==> src/rtl/mf3_pkg.sv <==
`timescale 1ns / 1ps
`default_nettype none

package mf3_pkg;

    // Field widths
    localparam int CH_W        = 8;
    localparam int PIX_W       = 3 * CH_W;
    localparam int COL_OUT_W   = 10;
    localparam int ROW_W       = 12;
    localparam int FW_W        = 11;
    localparam int CFG_W       = 12;
    localparam int CFG_IDX_W   = 1;
    // Position arithmetic width: holds any row count plus one and any width
    localparam int EFF_W       = 13;
    localparam int NTAP        = 9;
    localparam int MED_IDX     = 4;
    localparam int S_TDATA_W   = 24;
    localparam int M_TDATA_W   = 48;

    // Register indexes
    localparam logic [CFG_IDX_W-1:0] REG_FRAME_WIDTH  = 1'b0;
    localparam logic [CFG_IDX_W-1:0] REG_FRAME_HEIGHT = 1'b1;

    // Register reset values
    localparam logic [FW_W-1:0]  FRAME_WIDTH_RST  = 11'd640;
    localparam logic [ROW_W-1:0] FRAME_HEIGHT_RST = 12'd480;

    typedef logic [CH_W-1:0]  chan_t;
    typedef logic [PIX_W-1:0] pix_t;
    typedef pix_t  [NTAP-1:0] win_t;
    typedef chan_t [NTAP-1:0] taps_t;

    // Position info carried beside each result
    typedef struct packed {
        logic [COL_OUT_W-1:0] center_col;
        logic [ROW_W-1:0]     center_row;
        logic                 frame_last;
    } meta_t;

    // Load enables of the lane pipeline stages
    typedef struct packed {
        logic a;
        logic b;
    } lane_ld_t;

endpackage

`default_nettype wire

==> src/rtl/mf3_merge.sv <==
`timescale 1ns / 1ps
`default_nettype none

module mf3_merge (
    input  wire logic                          aclk,
    input  wire logic                          aresetn,
    input  wire logic                          ld,
    input  wire mf3_pkg::chan_t                med0,
    input  wire mf3_pkg::chan_t                med1,
    input  wire mf3_pkg::chan_t                med2,
    input  wire mf3_pkg::meta_t                meta,
    output logic                               rdy_out,
    output logic                               m_tvalid,
    input  wire logic                          m_tready,
    output logic [mf3_pkg::M_TDATA_W-1:0]      m_tdata,
    output logic                               m_tlast
);

    localparam int PAD_W = mf3_pkg::M_TDATA_W - mf3_pkg::PIX_W
                           - mf3_pkg::COL_OUT_W - mf3_pkg::ROW_W;

    logic                             mv_reg;
    logic [mf3_pkg::M_TDATA_W-1:0]    tdata_reg;
    logic                             tlast_reg;

    assign rdy_out = !mv_reg || m_tready;

    // Hold the beat until taken
    always_ff @(posedge aclk) begin
        if (!aresetn) begin
            mv_reg <= 1'b0;
        end else if (ld) begin
            mv_reg <= 1'b1;
        end else if (m_tready) begin
            mv_reg <= 1'b0;
        end
    end

    // Pack the three lane medians with the centre position
    always_ff @(posedge aclk) begin
        if (ld) begin
            tdata_reg <= {PAD_W'(0), meta.center_row, meta.center_col, med2, med1, med0};
            tlast_reg <= meta.frame_last;
        end
    end

    assign m_tvalid = mv_reg;
    assign m_tdata  = tdata_reg;
    assign m_tlast  = tlast_reg;

endmodule

`default_nettype wire

==> config.mk <==
export PLATFORM = sky130hd
export DESIGN_NAME = mf3_merge
export DESIGN_NICKNAME = d
export VERILOG_FILES = /design/src/rtl/mf3_pkg.sv /design/src/rtl/mf3_merge.sv
export SDC_FILE = /design/constraint.sdc
export NUM_CORES = 1
export LEC_CHECK = 0
export BUFFER_PORTS_ARGS = -buffer_cell sky130_fd_sc_hd__buf_2
export CAP_MARGIN = 20
export CORE_UTILIZATION = 40
export DETAILED_ROUTE_END_ITERATION = 8
export GPL_ROUTABILITY_DRIVEN = 1
export PLACE_DENSITY = 0.87
export SYNTH_ARGS = -nofsm -noshare
export SYNTH_HDL_FRONTEND = slang
export SYNTH_SLANG_ARGS = --single-unit
export TNS_END_PERCENT = 5
==> constraint.sdc <==
create_clock -name aclk -period 0.8 [get_ports aclk]
set_input_delay 0.16 -clock aclk [delete_from_list [all_inputs] [get_ports aclk]]
set_output_delay 0.16 -clock aclk [all_outputs]
set_load 0.005 [all_outputs]
Yosys cells after proc, flatten, opt, wreduce, memory -nomap -nowiden --
Cells that the tools add are included.
Word-level totals: bits of input ports 51, word-level logic and storage cells 8, output and inout bits 51, bits in registers 48
Cells by class: multiplexer cells 2, reduce and logical (&&, ||, !) cells 3
Operators with widths (count):
- 1-bit 2-to-1 mux | 2
- 2-bit nonzero test | 1
- 1-bit zero test | 1
- 1-bit logical OR | 1

Logic depth before layout (Yosys ltp) --
Gate-level depths: netlist of the first run.
word-level depth 2, mapped depth 2, mapped depth without buffers 2

Least setup slack after synthesis of the first run --
No wires, ideal clock.
kind reg-to-reg, start point register, netlist name m_tvalid, end point register mv_reg (netlist: m_tvalid), arrival 0.543 ns, period minus slack after synthesis 0.608 ns, required time 0.734 ns, path buffers 0, setup slack 0.192 ns, cell stages (with the launch flop) 3, library setup time 0.066 ns, path through dfxtp_1 > nand2b_4 > a21boi_2
RTL lines:
- to (signal assigned) | RTL line mf3_merge.sv:31 | mv_reg <= 1'b0;
- to (signal assigned) | RTL line mf3_merge.sv:33 | mv_reg <= 1'b1;
- to (signal assigned) | RTL line mf3_merge.sv:35 | mv_reg <= 1'b0;
- to (decl) | RTL line mf3_merge.sv:22 | logic mv_reg;

Final worst setup path of the first run --
start point register tdata_reg, in the netlist m_tdata[41], end point output m_tdata[41] (netlist bit)
RTL lines:
- from (decl) | RTL line mf3_merge.sv:23 | logic [mf3_pkg::M_TDATA_W-1:0] tdata_reg;
- from (signal assigned) | RTL line mf3_merge.sv:42 | tdata_reg <= {PAD_W'(0), meta.center_row, meta.center_col, med2, med1, med0};
- to (decl) | RTL line mf3_merge.sv:15 | output logic [mf3_pkg::M_TDATA_W-1:0] m_tdata,
No word-level cell between the ends.

==> results.md, run 1 <==
- Status: complete, but fails checks
- Failing checks: negative setup slack
- GRT Overall Usage: 0.154
- TritonRoute pass-1 iters: 4
- Worst setup SP type: register
- Layout cells sized above 1: 0.685
- Clock Tree Buf Depth: 2
- Sequential cell fraction of total power: 0.633
- Initial antenna violation count: 0
- CP required: 640 ps
- Rows: 21
- Synthesized area: 0.00148 mm²
- Max cap viols: 0
- IO Count: 102
- Synth Register Bits: 48
- Fin area: 0.00216 mm²
- Worst hold slack: 41.7 ps
- Clock sinks: 48
- TritonCTS clock tree: yes
- Synth unique cells: 7
- CP Cell Sequence: buf_2
- Yosys top cell area share: 0.954
- Iteration-0 DRC Markers: 39
- Number of global-route vias before repair: 857
- RSZ-0062 raised after global routing: true
- Synth area leader: edfxtp_1
- Ant diodes: 0
- Synth Area in Simple Gates: 0.00931
- Register area: 0.00143 mm²
- Ratio of final minimum period to clock period: 1.24
- Worst VDD drop: 0.00104 V
- Largest family of logic cells by synthesized area: buffers and inverters
- Synth Warn #: 0
- IO Port Bufs: 99
- Slew Limit Fails: 0
- Clk slew on worst S/H paths: 80 ps
- Area Growth Syn to Fin: 45.8%
- First-pass GRT wire length: 4280 µm
- Commonest non-fill, non-tap cell in the layout: buf_2
- Clock power frac: 0.280
- CP peak stage delay: 400 ps
- Die height: 62.8 µm
- Gp weighted congestion: 0.712
- Max Freq: 1010 MHz
- Floorplan Core Area: 0.00344 mm²
- CP bufs+invs: 1
- Slowest cell on the critical path: edfxtp_1
- Arr. time, crit path: 830 ps
- Minimum clock period: 988 ps
- Nets: 212
- Num CTS Buffers: 5
- Grt ovf: 0
- Reg2reg start: m_tvalid
- DRC: 0
- Delay-heaviest family, CP: flip-flops
- Source of the worst hold timing path: med2[6]
- Post-Synth XOR/XNOR Area: 0
- WL/cell: 13.5 µm
- Vias: 881
- Largest net degree at the start of global routing: 27
- Static Leak: 0.940 nW
- HP Class: in2reg
- Synth Area in Adders: 0
- Layout fillers: 258
- Switching share of power: 0.202
- Final setup margin: -188 ps
- Clock latency at the later pin of the worst-skew pair: 280 ps
- Hold path depth: 1
- Via/cell ratio: 4.24
- Post-synthesis compound-gate area fraction: 0.00761
- Syn Area/Cell: 27.4 µm²
- Crit path launch: m_tdata[41]
- Setup CP Type: reg2out
- Antenna-violating nets left: 0
- Clk_skew: 0 ps
- Die Width: 62.8 µm
- Multi-input logic area: 32.5 µm²
- Combinational share of power: 0.087
- Clk root buf: clkbuf_8
- Post-synthesis sequential area ratio: 0.968
- Commonest cells after routing, fill and taps aside: buf_2 (98), edfxtp_1 (47), clkbuf_8 (5)
- CP Capture Type: output port
- Area after DPL: 0.00206 mm²
- Hold Vio Cnt, Final: 0
- Switching Power: 0.964 mW
- Syn Inst Count: 54
- Area contributors post-synth: edfxtp_1 (95%), dfxtp_1 (1.4%), buf_4 (1.0%)
- Initial core utilization: 0.430
- Crit path depth: 1
- Power Density: 2220 mW/mm²
- Mux cell area share after synthesis: 0
- Total Routed Length: 2810 µm
- Die ar.: 0.00394 mm²
- Cell count of the worst reg-to-reg path: 2
- # Post-CTS Setup Buffers: 0
- Internal power: 3.81 mW
- Htree depth: 2
- Final Setup Violations: 49
- CP max FO: 1
[routing by layer]
metal,GRT usage,vias to the layer above,routed length (µm),part of all wire
li1,-,419,-,-
met3,0.0693,8,310,0.11
met2,0.234,70,1350,0.48
met1,0.175,384,1060,0.38
met5,0,-,0,0
met4,0.102,0,85,0.030
[layout make-up]
class                      count  share of cell area
clock inverter                 3             0.00871
sequential                    48               0.665
tap                           46              0.0267
multi-input combinational      4              0.0151
inverter                       1             0.00174
clock buffer                   5              0.0319
timing repair buffer         101               0.251
[power by group through the flow]
stage / combinational, mW / sequential (mW) / clock (mW)
6_report: 0.415 / 3.02 / 1.34
5_1_grt: 0.453 / 3.04 / 1.47
4_1_cts: 0.420 / 3.03 / 1.38
3_5_place_dp: 0.415 / 3.08 / 0
3_3_place_gp: 0.403 / 3.07 / 0
2_1_floorplan: 0.0194 / 3.12 / 0
[cells in the mapped netlist, drive strengths merged]
cell type,count
inv,1
a21boi,1
nand2b,1
dfxtp,1
edfxtp,47
buf,2
conb,1
[registers in the layout (all words and copies together) (netlist names)]
signal    cells
m_tvalid      1
m_tdata      46
m_tlast       1
[what timing repair did]
| item | in CTS | in global routing |
|---|---|---|
| resized for setup | 2 | 0 |
| hold buffers | 0 | 0 |
| endpoints found under the setup margin | 49 | 49 |
[path summary, 6_finish.rpt]
| kind | to | slack [ps] |
|---|---|---|
| worst max-delay path | m_tdata[41] | -190 |
| worst min-delay path | m_tdata[22] | 40 |
| worst max register to register | m_tvalid | 180 |
| worst min register to register | m_tvalid | 500 |
[cell families (layout without fill, tap and decap cells)]
family / Yosys count / after routing
flops: 48 / 48
buf+inv: 3 / 110
other cells: 1 / 2
compound gates: 1 / 1
simple gates: 1 / 1
[through the flow]
step	power (mW)	setup WS [ps]	TNS, ps	cells	utilization
2_1_floorplan	3.13	192	0	55	-
3_3_place_gp	3.48	9.70	0	200	0.599
3_5_place_dp	3.50	-13.6	-337	200	0.599
4_1_cts	4.83	-194	-7690	208	0.626
5_1_grt	4.97	-222	-8990	208	0.626
6_report	4.78	-188	-7090	208	0.626
(Power assumes the default switching activity.)
==> run 2: changes to the inputs <==
- ABC_AREA: default -> 1
==> run 2 against run 1 <==
  * The run still ends with negative setup slack left
  * First-iteration DRC count is 18% lower
  * Fmax fell by 0.54%
  * Sequential power is essentially flat
  * Flip-flop and latch count is the same
  * Synthesized cell count grew 3.7%
  * Power rose by 13%
  * Largest cell class unchanged
==> results.md, run 2 <==
- First-pass GRT wire length: 4400 µm
- Power Density: 2460 mW/mm²
- Area Growth Syn to Fin: 48.2%
- # Post-CTS Setup Buffers: 0
- CP max FO: 1
- Post-synthesis sequential area ratio: 0.969
- Slowest cell on the critical path: edfxtp_1
- Clk_skew: 0 ps
- Ant diodes: 0
- CP bufs+invs: 1
- Htree depth: 2
- Commonest cells after routing, fill and taps aside: buf_2 (99), edfxtp_1 (47), clkbuf_8 (5)
- Clk root buf: clkbuf_8
- Rows: 21
- Post-Layout Cell Count: 209
- Synth Register Bits: 48
- Gp weighted congestion: 0.708
- RSZ-0062 raised after global routing: true
- Hpwl dp: 2340 µm
- TritonCTS clock tree: yes
- Syn Inst Count: 56
- CP peak stage delay: 400 ps
- Ys async rst share: 0
- Num CTS Buffers: 5
- IO Port Bufs: 99
- Synth top cells by count: edfxtp_1 (47), inv_1 (3), buf_4 (2)
- Area contributors post-synth: edfxtp_1 (96%), dfxtp_1 (1.4%), buf_4 (1.0%)
- Setup CP Type: reg2out
- Antenna-violating nets left: 0
- Nets: 214
- Max cap viols: 0
- Floorplan Core Area: 0.00344 mm²
- Final Setup Violations: 49
- Synth Warn #: 0
- Worst VDD drop: 0.00117 V
- Layout cells sized above 1: 0.681
- Final Util: 0.636
- Synthesized area: 0.00148 mm²
- Clock latency at the later pin of the worst-skew pair: 290 ps
- CP required: 640 ps
- Post-synth EDFFs: 47
- Die ar.: 0.00394 mm²
- Delay-heaviest family, CP: flip-flops
- Status: complete, but fails checks
- HP Class: in2reg
- Arr. time, crit path: 830 ps
- CP Cell Sequence: buf_2
- Register area: 0.00143 mm²
- IO Count: 102
- Clock Tree Buf Depth: 2
- Slew Limit Fails: 0
- Clock sinks: 48
- Total Routed Length: 2970 µm
- Vias: 895
- Worst hold slack: 34.8 ps
- Hold Vio Cnt, Final: 0
- Synth unique cells: 7
- Clk slew on worst S/H paths: 80 ps
- Most numerous cell in the Yosys netlist: edfxtp_1
- Pre-CTS WS: -29.9 ps
- Number of global-route vias before repair: 859
- Final setup margin: -194 ps
- DRC: 0
- TritonRoute pass-1 iters: 4
- Ratio of final minimum period to clock period: 1.24
- Synth area leader: edfxtp_1
- GRT Overall Usage: 0.164
- WL/cell: 14.2 µm
- Max reg flops: 46
- Yosys top cell area share: 0.956
- Largest net degree at the start of global routing: 28
- Die height: 62.8 µm
- Worst setup SP type: register
- Via/cell ratio: 4.28
- Die Width: 62.8 µm
- Syn Area/Cell: 26.4 µm²
- Grt ovf: 0
- Max Freq: 1010 MHz
- Minimum clock period: 994 ps
- Failing checks: negative setup slack
- Placed insts: 202
- Multi-input logic area: 22.5 µm²
- Initial core utilization: 0.429
- Iteration-0 DRC Markers: 32
- Initial antenna violation count: 0
- Layout fillers: 262
- CP Capture Type: output port
- Commonest non-fill, non-tap cell in the layout: buf_2
- Primary FF master, synth: edfxtp_1
- Static Leak: 0.967 nW
[run 2: routing by layer]
metal  track usage  share of wire  vias to the layer above
met5             0              0                        -
met4         0.116          0.034                        0
met3        0.0821          0.097                        8
met2         0.260           0.50                       66
met1         0.169           0.37                      399
li1              -              -                      422
[run 2: cell type report]
type,instances,share of cell area
clock buffer,5,0.0314
clock inverter,2,0.0274
timing repair buffer,101,0.245
tap,46,0.0263
multi-input combinational,4,0.0103
inverter,3,0.00515
sequential,48,0.655
[run 2: worst paths after layout]
kind | start | endpoint | slack [ps] | cells past startpoint
worst max register to register | m_tvalid | m_tvalid | 250 | 2
worst min register to register | m_tvalid | m_tvalid | 460 | 2
worst min-delay path | meta[16] | m_tdata[27] | 30 | 1
worst max-delay path | m_tdata[2] | m_tdata[2] | -190 | 1
[run 2: cells by family after synthesis]
kind of cell,share of synthesized area
buffers and inverters,0.0178
AOI/OAI and AO/OA,0.00593
and+or+nand+nor,0.00424
DFF,0.969
other,0.00254
[run 2: timing repair]
action / 4_1_cts / 5_1_grt
hold endpoints to repair: 0 / 0
pin swaps: 1 / 0
hold buffers: 0 / 0
cloned: 0 / 0
setup endpoints to repair: 49 / 49
resized for setup: 1 / 0
[run 2: where the power goes]
group | internal (mW) | switching, mW | total [mW]
Sequential | 2.98 | 0.0498 | 3.03
Combinational | 0.228 | 0.188 | 0.416
Clock | 1.23 | 0.721 | 1.95
[run 2: metrics by stage]
step	setup TNS (ps)	total power, mW	instance area (µm²)
after floorplan	0	3.13	1480
after global placement	0	3.48	2060
after detailed placement	-834	3.51	2060
after CTS	-8250	5.46	2190
after global routing	-9410	5.59	2190
final	-7490	5.39	2190
