==> config.mk <==
export PLATFORM = sky130hd
export DESIGN_NAME = mf3_lane
export DESIGN_NICKNAME = d
export VERILOG_FILES = /design/src/rtl/mf3_pkg.sv /design/src/rtl/mf3_lane.sv
export SDC_FILE = /design/constraint.sdc
export NUM_CORES = 1
export LEC_CHECK = 0
export BUFFER_PORTS_ARGS = -buffer_cell sky130_fd_sc_hd__buf_2
export CELL_PAD_IN_SITES_DETAIL_PLACEMENT = 1
export CELL_PAD_IN_SITES_GLOBAL_PLACEMENT = 1
export CORE_MARGIN = 4
export CORE_UTILIZATION = 40
export CTS_CLUSTER_SIZE = 24
export DETAILED_ROUTE_END_ITERATION = 7
export GPL_TIMING_DRIVEN = 1
export PLACE_DENSITY_LB_ADDON = 0.2
export SYNTH_ARGS = -nofsm -noshare
export SYNTH_HDL_FRONTEND = slang
export SYNTH_SLANG_ARGS = --single-unit
==> constraint.sdc <==
create_clock -name aclk -period 20.2 [get_ports aclk]
set_input_delay 3.03 -clock aclk [delete_from_list [all_inputs] [get_ports aclk]]
set_output_delay 3.03 -clock aclk [all_outputs]
set_load 0.05 [all_outputs]
==> src/rtl/mf3_pkg.sv <==
`timescale 1ns / 1ps
`default_nettype none

package mf3_pkg;

    // Field widths
    localparam int CH_W        = 8;
    localparam int PIX_W       = 3 * CH_W;
    localparam int COL_OUT_W   = 10;
    localparam int ROW_W       = 12;
    localparam int FW_W        = 11;
    localparam int CFG_W       = 12;
    localparam int CFG_IDX_W   = 1;
    // Position arithmetic width: holds any row count plus one and any width
    localparam int EFF_W       = 13;
    localparam int NTAP        = 9;
    localparam int MED_IDX     = 4;
    localparam int S_TDATA_W   = 24;
    localparam int M_TDATA_W   = 48;

    // Register indexes
    localparam logic [CFG_IDX_W-1:0] REG_FRAME_WIDTH  = 1'b0;
    localparam logic [CFG_IDX_W-1:0] REG_FRAME_HEIGHT = 1'b1;

    // Register reset values
    localparam logic [FW_W-1:0]  FRAME_WIDTH_RST  = 11'd640;
    localparam logic [ROW_W-1:0] FRAME_HEIGHT_RST = 12'd480;

    typedef logic [CH_W-1:0]  chan_t;
    typedef logic [PIX_W-1:0] pix_t;
    typedef pix_t  [NTAP-1:0] win_t;
    typedef chan_t [NTAP-1:0] taps_t;

    // Position info carried beside each result
    typedef struct packed {
        logic [COL_OUT_W-1:0] center_col;
        logic [ROW_W-1:0]     center_row;
        logic                 frame_last;
    } meta_t;

    // Load enables of the lane pipeline stages
    typedef struct packed {
        logic a;
        logic b;
    } lane_ld_t;

endpackage

`default_nettype wire

==> src/rtl/mf3_lane.sv <==
`timescale 1ns / 1ps
`default_nettype none

module mf3_lane (
    input  wire logic              aclk,
    input  wire mf3_pkg::lane_ld_t ld,
    input  wire mf3_pkg::taps_t    taps,
    output mf3_pkg::chan_t         med
);

    mf3_pkg::chan_t pa [mf3_pkg::NTAP];
    mf3_pkg::chan_t pb [mf3_pkg::NTAP];
    mf3_pkg::chan_t pc [mf3_pkg::NTAP];
    mf3_pkg::chan_t sa_reg [mf3_pkg::NTAP];
    mf3_pkg::chan_t sb_reg [mf3_pkg::NTAP];

    // Return {larger, smaller}
    function automatic logic [2*mf3_pkg::CH_W-1:0] sort2(input mf3_pkg::chan_t x,
                                                         input mf3_pkg::chan_t y);
        return (x > y) ? {x, y} : {y, x};
    endfunction

    // Sort each row of three
    always_comb begin
        for (int k = 0; k < mf3_pkg::NTAP; k++) begin
            pa[k] = taps[k];
        end
        {pa[2], pa[1]} = sort2(pa[1], pa[2]);
        {pa[5], pa[4]} = sort2(pa[4], pa[5]);
        {pa[8], pa[7]} = sort2(pa[7], pa[8]);
        {pa[1], pa[0]} = sort2(pa[0], pa[1]);
        {pa[4], pa[3]} = sort2(pa[3], pa[4]);
        {pa[7], pa[6]} = sort2(pa[6], pa[7]);
        {pa[2], pa[1]} = sort2(pa[1], pa[2]);
        {pa[5], pa[4]} = sort2(pa[4], pa[5]);
        {pa[8], pa[7]} = sort2(pa[7], pa[8]);
    end

    // Narrow down across rows
    always_comb begin
        for (int k = 0; k < mf3_pkg::NTAP; k++) begin
            pb[k] = sa_reg[k];
        end
        {pb[3], pb[0]} = sort2(pb[0], pb[3]);
        {pb[8], pb[5]} = sort2(pb[5], pb[8]);
        {pb[7], pb[4]} = sort2(pb[4], pb[7]);
        {pb[6], pb[3]} = sort2(pb[3], pb[6]);
        {pb[4], pb[1]} = sort2(pb[1], pb[4]);
        {pb[5], pb[2]} = sort2(pb[2], pb[5]);
        {pb[7], pb[4]} = sort2(pb[4], pb[7]);
    end

    // Final exchanges settle the middle value
    always_comb begin
        for (int k = 0; k < mf3_pkg::NTAP; k++) begin
            pc[k] = sb_reg[k];
        end
        {pc[2], pc[4]} = sort2(pc[4], pc[2]);
        {pc[4], pc[6]} = sort2(pc[6], pc[4]);
        {pc[2], pc[4]} = sort2(pc[4], pc[2]);
    end

    assign med = pc[mf3_pkg::MED_IDX];

    // Advance the network stages
    always_ff @(posedge aclk) begin
        if (ld.a) begin
            sa_reg <= pa;
        end
        if (ld.b) begin
            sb_reg <= pb;
        end
    end

endmodule

`default_nettype wire

* Word-level counts from Yosys, hierarchy flattened *
Cells that the tools add are included.

storage, ports and cells
  input bits = 75
  output and inout port bits = 8
  register bits after elaboration = 96

cells by class
  $lt $le $gt $ge = 19
  muxes and demuxes = 19

operators with widths
  kind                number
  2-to-1 mux 16 bit   15
  > comparator 8 bit  19
  2-to-1 mux 8 bit    4

* Logic depth before layout (Yosys ltp) *
Gate-level depths: netlist of run 1.

  depth after elaboration = 6
  mapped depth = 31

* Least setup slack after synthesis of run 1 *
Ideal clock, no wire load.

  kind = register -> output
  start point = reg sb_reg[33] (netlist name)
  end point = out med[0]
  arrival = 5647 ps
  stages on the path, launching flop included = 27
  setup slack = 11523 ps
  cell sequence = edfxtp_1 > ha_1 > nor2b_1 > o21a_1 > o21ai_0 > a211oi_1 > nor2_1 > clkbuf_1 > o21ai_0 > inv_1 > ha_1 > a21o_1 > a21oi_1 > o21ai_0 > nand3b_1 > mux2i_1 > a211oi_4 > mux2i_1 > inv_1 > ha_1 > o21a_1 > o21ai_0 > nand2b_1 > a21oi_1 > o21ai_0 > o21ai_1 > mux2i_1

on the way
  cells in the longest elaborated chain, start to end = 6

ends and longest elaborated chain
  item                      RTL line        text
  start: declaration        mf3_lane.sv:15  mf3_pkg::chan_t sb_reg [mf3_pkg::NTAP];
  start signal: assignment  mf3_lane.sv:71  sb_reg <= pb;
  > comparator 8 bit        mf3_lane.sv:20  return (x > y) ? {x, y} : {y, x};
  2-to-1 mux 16 bit (*)     mf3_lane.sv:20
  > comparator 8 bit        mf3_lane.sv:20
  2-to-1 mux 16 bit         mf3_lane.sv:20
  > comparator 8 bit        mf3_lane.sv:20
  2-to-1 mux 8 bit (*)      mf3_lane.sv:20
  end: declaration          mf3_lane.sv:8   output mf3_pkg::chan_t med

Every way passes the cells marked *; elsewhere a longest branch is shown, timed or not.

* Worst setup path in the final report of run 1 *
  start point = reg sb_reg[33] (netlist name)
  end point = out med[5]

Same word-level chain as after synthesis.

==> results.json, run 1 <==
{
  "drt-wirelength-per-cell_microns": 18.9,
  "syn_avg_cell_area_sq_um": 8.82,
  "synth_flop_cell": "edfxtp_1",
  "synth_nets": 1337,
  "post-route-drc-count": 0,
  "first_pass_iters": 7,
  "clkLatencyLatePin_ns": 0.35,
  "dr_total_vias": 8598,
  "timing.setup.tns_ns": 0,
  "mostFrequentLayoutCells": "inv_1 (149), ha_1 (144), a21oi_1 (103), edfxtp_1 (96), nand2_1 (89)",
  "timing.rr.start": "sa_reg[9]$_DFFE_PP_",
  "clock_sinks": 96,
  "wire_length_after_detailed_routing_microns": 28600,
  "timing.critical_path.from": "sb_reg[33]$_DFFE_PP_",
  "timing_worst_setup_path_type": "reg2out",
  "crit-reg2reg-capture": "sb_reg[39]$_DFFE_PP_",
  "fin_nets": 1407,
  "layout_min_cycle_time_ns": 9.91,
  "placement.cell_area_sq_um": 10600,
  "grt_pass1_wl_microns": 46100,
  "clock_input_transition_at_the_sequential_cells_of_the_worst_setup_and_hold_paths_ns": 0.07,
  "htree_num_levels": 3,
  "area_growth_from_synthesis_to_final_layout_pct": 10.3,
  "actual_transition_at_the_worst_max_transition_pin_ns": 1.08,
  "synth_sequential_area_ratio_pct": 29.2,
  "drtIter0Drc": 618,
  "post_route_fraction_of_the_period_consumed_by_the_critical_path_pct": 49.1,
  "design.portCount": 83,
  "max_ir_drop_vdd_mv": 0.317,
  "min_to": "sb_reg[48]$_DFFE_PP_",
  "synth_edf_count": 96,
  "largest_net_degree_at_the_start_of_global_routing": 73,
  "die_h_microns": 165,
  "design_area_sq_um": 10900,
  "outcome": "complete, no violations",
  "holdBufCountCts": 0,
  "netlist_instances": 1118,
  "critical_path_arrival_ns": 6.88,
  "max-cap-violations": 0,
  "clk_root_buffer_cell": "clkbuf_16",
  "post_drt_via_cell_ratio": 5.67,
  "critical_path.max_stage_delay_ns": 0.70,
  "start_kind": "register",
  "grt_usage_pct": 21.5,
  "p_leak_nw": 5.11,
  "endpoint_kind": "output port",
  "final_worst_setup_slack_ns": 10.29,
  "timing.fmax_mhz": 101,
  "report.final.hold_viol_count": 0,
  "path_max_fanout": 15,
  "timing.hold.worst.start": "sa_reg[48]$_DFFE_PP_",
  "clock_skew_ns": 0.00602,
  "start_util_pct": 40.6,
  "timing.final.max_slew_violations": 0,
  "synth_area_leaders": "edfxtp_1 (29%), ha_1 (18%), mux2i_1 (7.5%)",
  "setup_violations": 0,
  "worst_path_most_repeated_cell": "o21ai_0",
  "quantity_of_i_o_buffers_inserted_on_ports": 82,
  "final_replace_weighted_congestion": 0.853,
  "yosys_register_bits": 96,
  "antennaDiodeCount": 0,
  "tritoncts_clock_tree": "done",
  "critical_path.slowest_cell": "nor2_1",
  "hp-class": "reg2reg",
  "synth.top_cell.area_share_pct": 29.2,
  "minimum_setup_slack_after_placement_ns": 10.39,
  "core_region_area_sq_um": 24300,
  "ant_nets": 0,
  "setup_repair_after_global_routing_missed_its_margin": "false",
  "slew_headroom_pct": 27.9,
  "die_area_sq_um": 27200,
  "grt_remaining_overflow": 0,
  "power_mw": 2.05,
  "floorplan.die.width_microns": 165,
  "largest_register_ff_count": 72,
  "layout-drive-gt1-share_pct": 11.6,
  "max-clock-path-buffers": 2,
  "cts_resized": 0,
  "ff2ff_path_depth": 29,
  "timing.critical_path.required_ns": 17.17,
  "yosys.area.top_type": "edfxtp_1",
  "most_common_library_cell_in_the_layout_ignoring_fill_and_taps": "inv_1",
  "tritoncts.num_buffers": 9,
  "number_of_global_route_vias_before_repair": 8743,
  "postSynth.asyncResetShare_pct": 0,
  "antenna_found_initial": 0,
  "hold-path-cell-count": 1,
  "cts.repair_timing.setup_buffer_count": 0,
  "power.density_cell_area_nw_per_um2": 188,
  "synthDistinctLibCells": 68,
  "syn-cell-area_sq_um": 9860,
  "dp_hpwl_microns": 24100,
  "timing.reg2reg.setup_slack_ns": 13.02,
  "synth.yosys.warnings": 0,
  "floorplan.rows": 57
}
worst max-delay path by stage:
stage                           end  cells past startpoint
6_report                     med[5]                     28
5_1_grt                      med[1]                     29
4_1_cts                      med[5]                     29
3_5_place_dp   sa_reg[56]$_DFFE_PP_                     27
3_3_place_gp   sa_reg[52]$_DFFE_PP_                     26
2_1_floorplan                med[0]                     26
Yosys cell counts, drive strengths merged (10+ instances only):
cell type and n:
o21a 14, clkbuf 20, or3 10, ha 144
nand3 19, nand2b 12, a222oi 26, nor2 80
a21o 20, o21ai 102, a21oi 108, nand2 89
o221a 12, inv 149, nor2b 17, nor3 10
edfxtp 96, mux2i 74, nand4 14
where the power goes:
| group | internal [mW] | total, mW | switching, mW | leakage [nW] |
|---|---|---|---|---|
| registers | 0.322 | 0.375 | 0.0529 | 0.942 |
| clock network | 0.0961 | 0.170 | 0.0742 | 0.135 |
| logic | 0.543 | 1.50 | 0.959 | 4.03 |
routing by layer:
layer	part of all wire (%)	global-route usage, %	vias to the layer above
met5	0	0	-
met4	1.7	5.07	0
met3	3.8	2.92	26
met2	50	38.3	164
met1	44	27.6	4136
li1	-	-	4272
critical path: cells and delay by family (launching register included):
family	cells	cell delay, ns
fa+ha+maj	3	0.94
flops	1	0.46
compound gates	14	2.85
simple gates	6	1.16
buf+inv	3	0.44
mux	2	0.65
kinds of logic after synthesis:
| family | synth area share [%] |
|---|---|
| DFF | 29.2 |
| buffers and inverters | 6.99 |
| xor gates and xnor gates | 0.266 |
| adders and majority gates | 18.5 |
| AOI/OAI and AO/OA | 22.5 |
| and+or+nand+nor | 14.0 |
| muxes | 8.54 |
stage by stage:
stage / hold slack, ns / std cells / util (%)
2_1_floorplan: 0.529 / 1118 / -
3_3_place_gp: 0.573 / 1501 / 43.6
3_5_place_dp: 0.569 / 1501 / 43.6
4_1_cts: 0.591 / 1517 / 44.7
5_1_grt: 0.627 / 1517 / 44.7
6_report: 0.593 / 1517 / 44.7
area by class of cell:
type | count | area, sq um
Clock inverter | 3 | 42.5
Sequential cell | 96 | 2880
Multi-Input combinational cell | 845 | 6300
Fill cell | 2892 | 13400
Timing Repair Buffer | 87 | 448
Tap cell | 324 | 405
Inverter | 149 | 559
Clock buffer | 13 | 240
No activity file was read; power rests on OpenSTA's default activity.
==> run 2, diff against run 1 <==
==> constraint.sdc (replaced) <==
create_clock -name aclk -period 9.4 [get_ports aclk]
set_input_delay 1.41 -clock aclk [delete_from_list [all_inputs] [get_ports aclk]]
set_output_delay 1.41 -clock aclk [all_outputs]
set_load 0.05 [all_outputs]
==> results.json, run 2 (synthesis results as in run 1) <==
{
  "slew_headroom_pct": 28.1,
  "min_to": "sb_reg[52]$_DFFE_PP_",
  "grt_remaining_overflow": 0,
  "tritoncts_clock_tree": "done",
  "cts_resized": 0,
  "timing.reg2reg.setup_slack_ns": 2.38,
  "first_pass_iters": 6,
  "quantity_of_i_o_buffers_inserted_on_ports": 82,
  "ant_nets": 0,
  "outcome": "complete, no violations",
  "clock_input_transition_at_the_sequential_cells_of_the_worst_setup_and_hold_paths_ns": 0.07,
  "largest_net_degree_at_the_start_of_global_routing": 73,
  "htree_num_levels": 3,
  "max-cap-violations": 0,
  "clk_root_buffer_cell": "clkbuf_16",
  "cells_after_dpl": 1501,
  "floorplan.rows": 57,
  "post_route_fraction_of_the_period_consumed_by_the_critical_path_pct": 88.1,
  "die_area_sq_um": 27200,
  "timing.setup.tns_ns": 0,
  "timing.critical_path.required_ns": 7.99,
  "tritoncts.num_buffers": 9,
  "p_leak_nw": 5.12,
  "report.final.hold_viol_count": 0,
  "timing.hold.worst.start": "sa_reg[52]$_DFFE_PP_",
  "start_util_pct": 40.6,
  "crit-reg2reg-capture": "sb_reg[33]$_DFFE_PP_",
  "clkLatencyLatePin_ns": 0.35,
  "grt_usage_pct": 20.8,
  "final_worst_setup_slack_ns": 1.12,
  "clock_skew_ns": 0.00793,
  "antennaDiodeCount": 0,
  "critical_path.max_stage_delay_ns": 0.71,
  "setup_violations": 0,
  "layout_min_cycle_time_ns": 8.28,
  "most_common_library_cell_in_the_layout_ignoring_fill_and_taps": "inv_1",
  "timing.final.max_slew_violations": 0,
  "power.density_cell_area_nw_per_um2": 402,
  "critical_path.slowest_cell": "nor2_1",
  "final_replace_weighted_congestion": 0.859,
  "start_kind": "register",
  "timing.fmax_mhz": 121,
  "ff2ff_path_depth": 29,
  "mostFrequentLayoutCells": "inv_1 (149), ha_1 (144), a21oi_1 (103), edfxtp_1 (96), nand2_1 (89)",
  "path_max_fanout": 15,
  "layout.cells.non_filler": 1517,
  "timing_worst_setup_path_type": "reg2out",
  "dr_total_vias": 8583,
  "cts.repair_timing.setup_buffer_count": 0,
  "fin_nets": 1407,
  "drt-wirelength-per-cell_microns": 18.2,
  "layout-drive-gt1-share_pct": 11.7,
  "design.portCount": 83,
  "minimum_setup_slack_after_placement_ns": 1.17,
  "timing.rr.start": "sa_reg[9]$_DFFE_PP_",
  "die_h_microns": 165,
  "holdBufCountCts": 0,
  "critical_path_arrival_ns": 6.87,
  "area_growth_from_synthesis_to_final_layout_pct": 10.6,
  "post_drt_via_cell_ratio": 5.66,
  "post-route-drc-count": 0,
  "design_area_sq_um": 10900,
  "antenna_found_initial": 0,
  "grt_pass1_wl_microns": 45100,
  "clock_sinks": 96,
  "max_ir_drop_vdd_mv": 0.679,
  "placement.cell_area_sq_um": 10600,
  "dp_hpwl_microns": 23500,
  "drtIter0Drc": 516,
  "setup_repair_after_global_routing_missed_its_margin": "false",
  "hp-class": "reg2reg",
  "max-clock-path-buffers": 2,
  "wire_length_after_detailed_routing_microns": 27600,
  "floorplan.die.width_microns": 165,
  "endpoint_kind": "output port",
  "actual_transition_at_the_worst_max_transition_pin_ns": 1.08,
  "core_region_area_sq_um": 24300,
  "largest_register_ff_count": 72,
  "number_of_global_route_vias_before_repair": 8713,
  "hold-path-cell-count": 2
}
[run 2: changes by cell type in the layout (fill, tap and decap cells not counted)]
| cell | change |
|---|---|
| bufinv_16 | +1 |
| clkbuf_1 | -3 |
| clkinv_1 | +1 |
| clkinvlp_4 | +1 |
[run 2: worst max-delay path by stage]
| stage | from | to | slack (ns) |
|---|---|---|---|
| 2_1_floorplan | sb_reg[33]$_DFFE_PP_ | med[0] | 2.34 |
| 3_3_place_gp | taps[17] | sa_reg[61]$_DFFE_PP_ | 1.40 |
| 3_5_place_dp | taps[17] | sa_reg[52]$_DFFE_PP_ | 1.17 |
| 4_1_cts | sb_reg[53]$_DFFE_PP_ | med[0] | 1.08 |
| 5_1_grt | sb_reg[53]$_DFFE_PP_ | med[0] | 0.51 |
| 6_report | sb_reg[37]$_DFFE_PP_ | med[5] | 1.12 |
[run 2: critical path, delay by kind of cell, from the launching register on]
kind | cells | cell delay (ns)
AOI/OAI and AO/OA | 12 | 2.64
muxes | 3 | 0.76
adders and majority gates | 3 | 0.94
and+or+nand+nor | 7 | 1.28
DFF | 1 | 0.43
buffers and inverters | 3 | 0.44
[run 2: report_power, final]
part | internal [mW] | leakage, nW | switching [mW]
Clock | 0.232 | 0.148 | 0.158
Sequential | 0.693 | 0.942 | 0.110
Combinational | 1.16 | 4.03 | 2.03
[run 2: layout make-up]
| type | instances | area (sq um) |
|---|---|---|
| clock buffers | 10 | 229 |
| clock inverters | 6 | 83.8 |
| fillers | 2915 | 13400 |
| inverters | 149 | 559 |
| multi-input cells | 845 | 6300 |
| flip-flops and latches | 96 | 2880 |
| well taps | 324 | 405 |
| repair buffers | 87 | 448 |
[run 2: routing by layer]
layer	vias to the layer above	routed length, microns	global-route usage, %
li1	4259	-	-
met1	4138	12600	27.1
met2	158	13600	36.9
met3	28	864	2.02
met4	0	478	5.60
met5	-	0	0
[run 2: through the flow]
step	hold WS, ns	utilization, %	total power, mW
3_3_place_gp	0.574	43.6	3.94
5_1_grt	0.630	44.9	4.82
2_1_floorplan	0.529	-	3.24
6_report	0.573	44.9	4.38
4_1_cts	0.582	44.9	4.43
3_5_place_dp	0.565	43.6	4.02
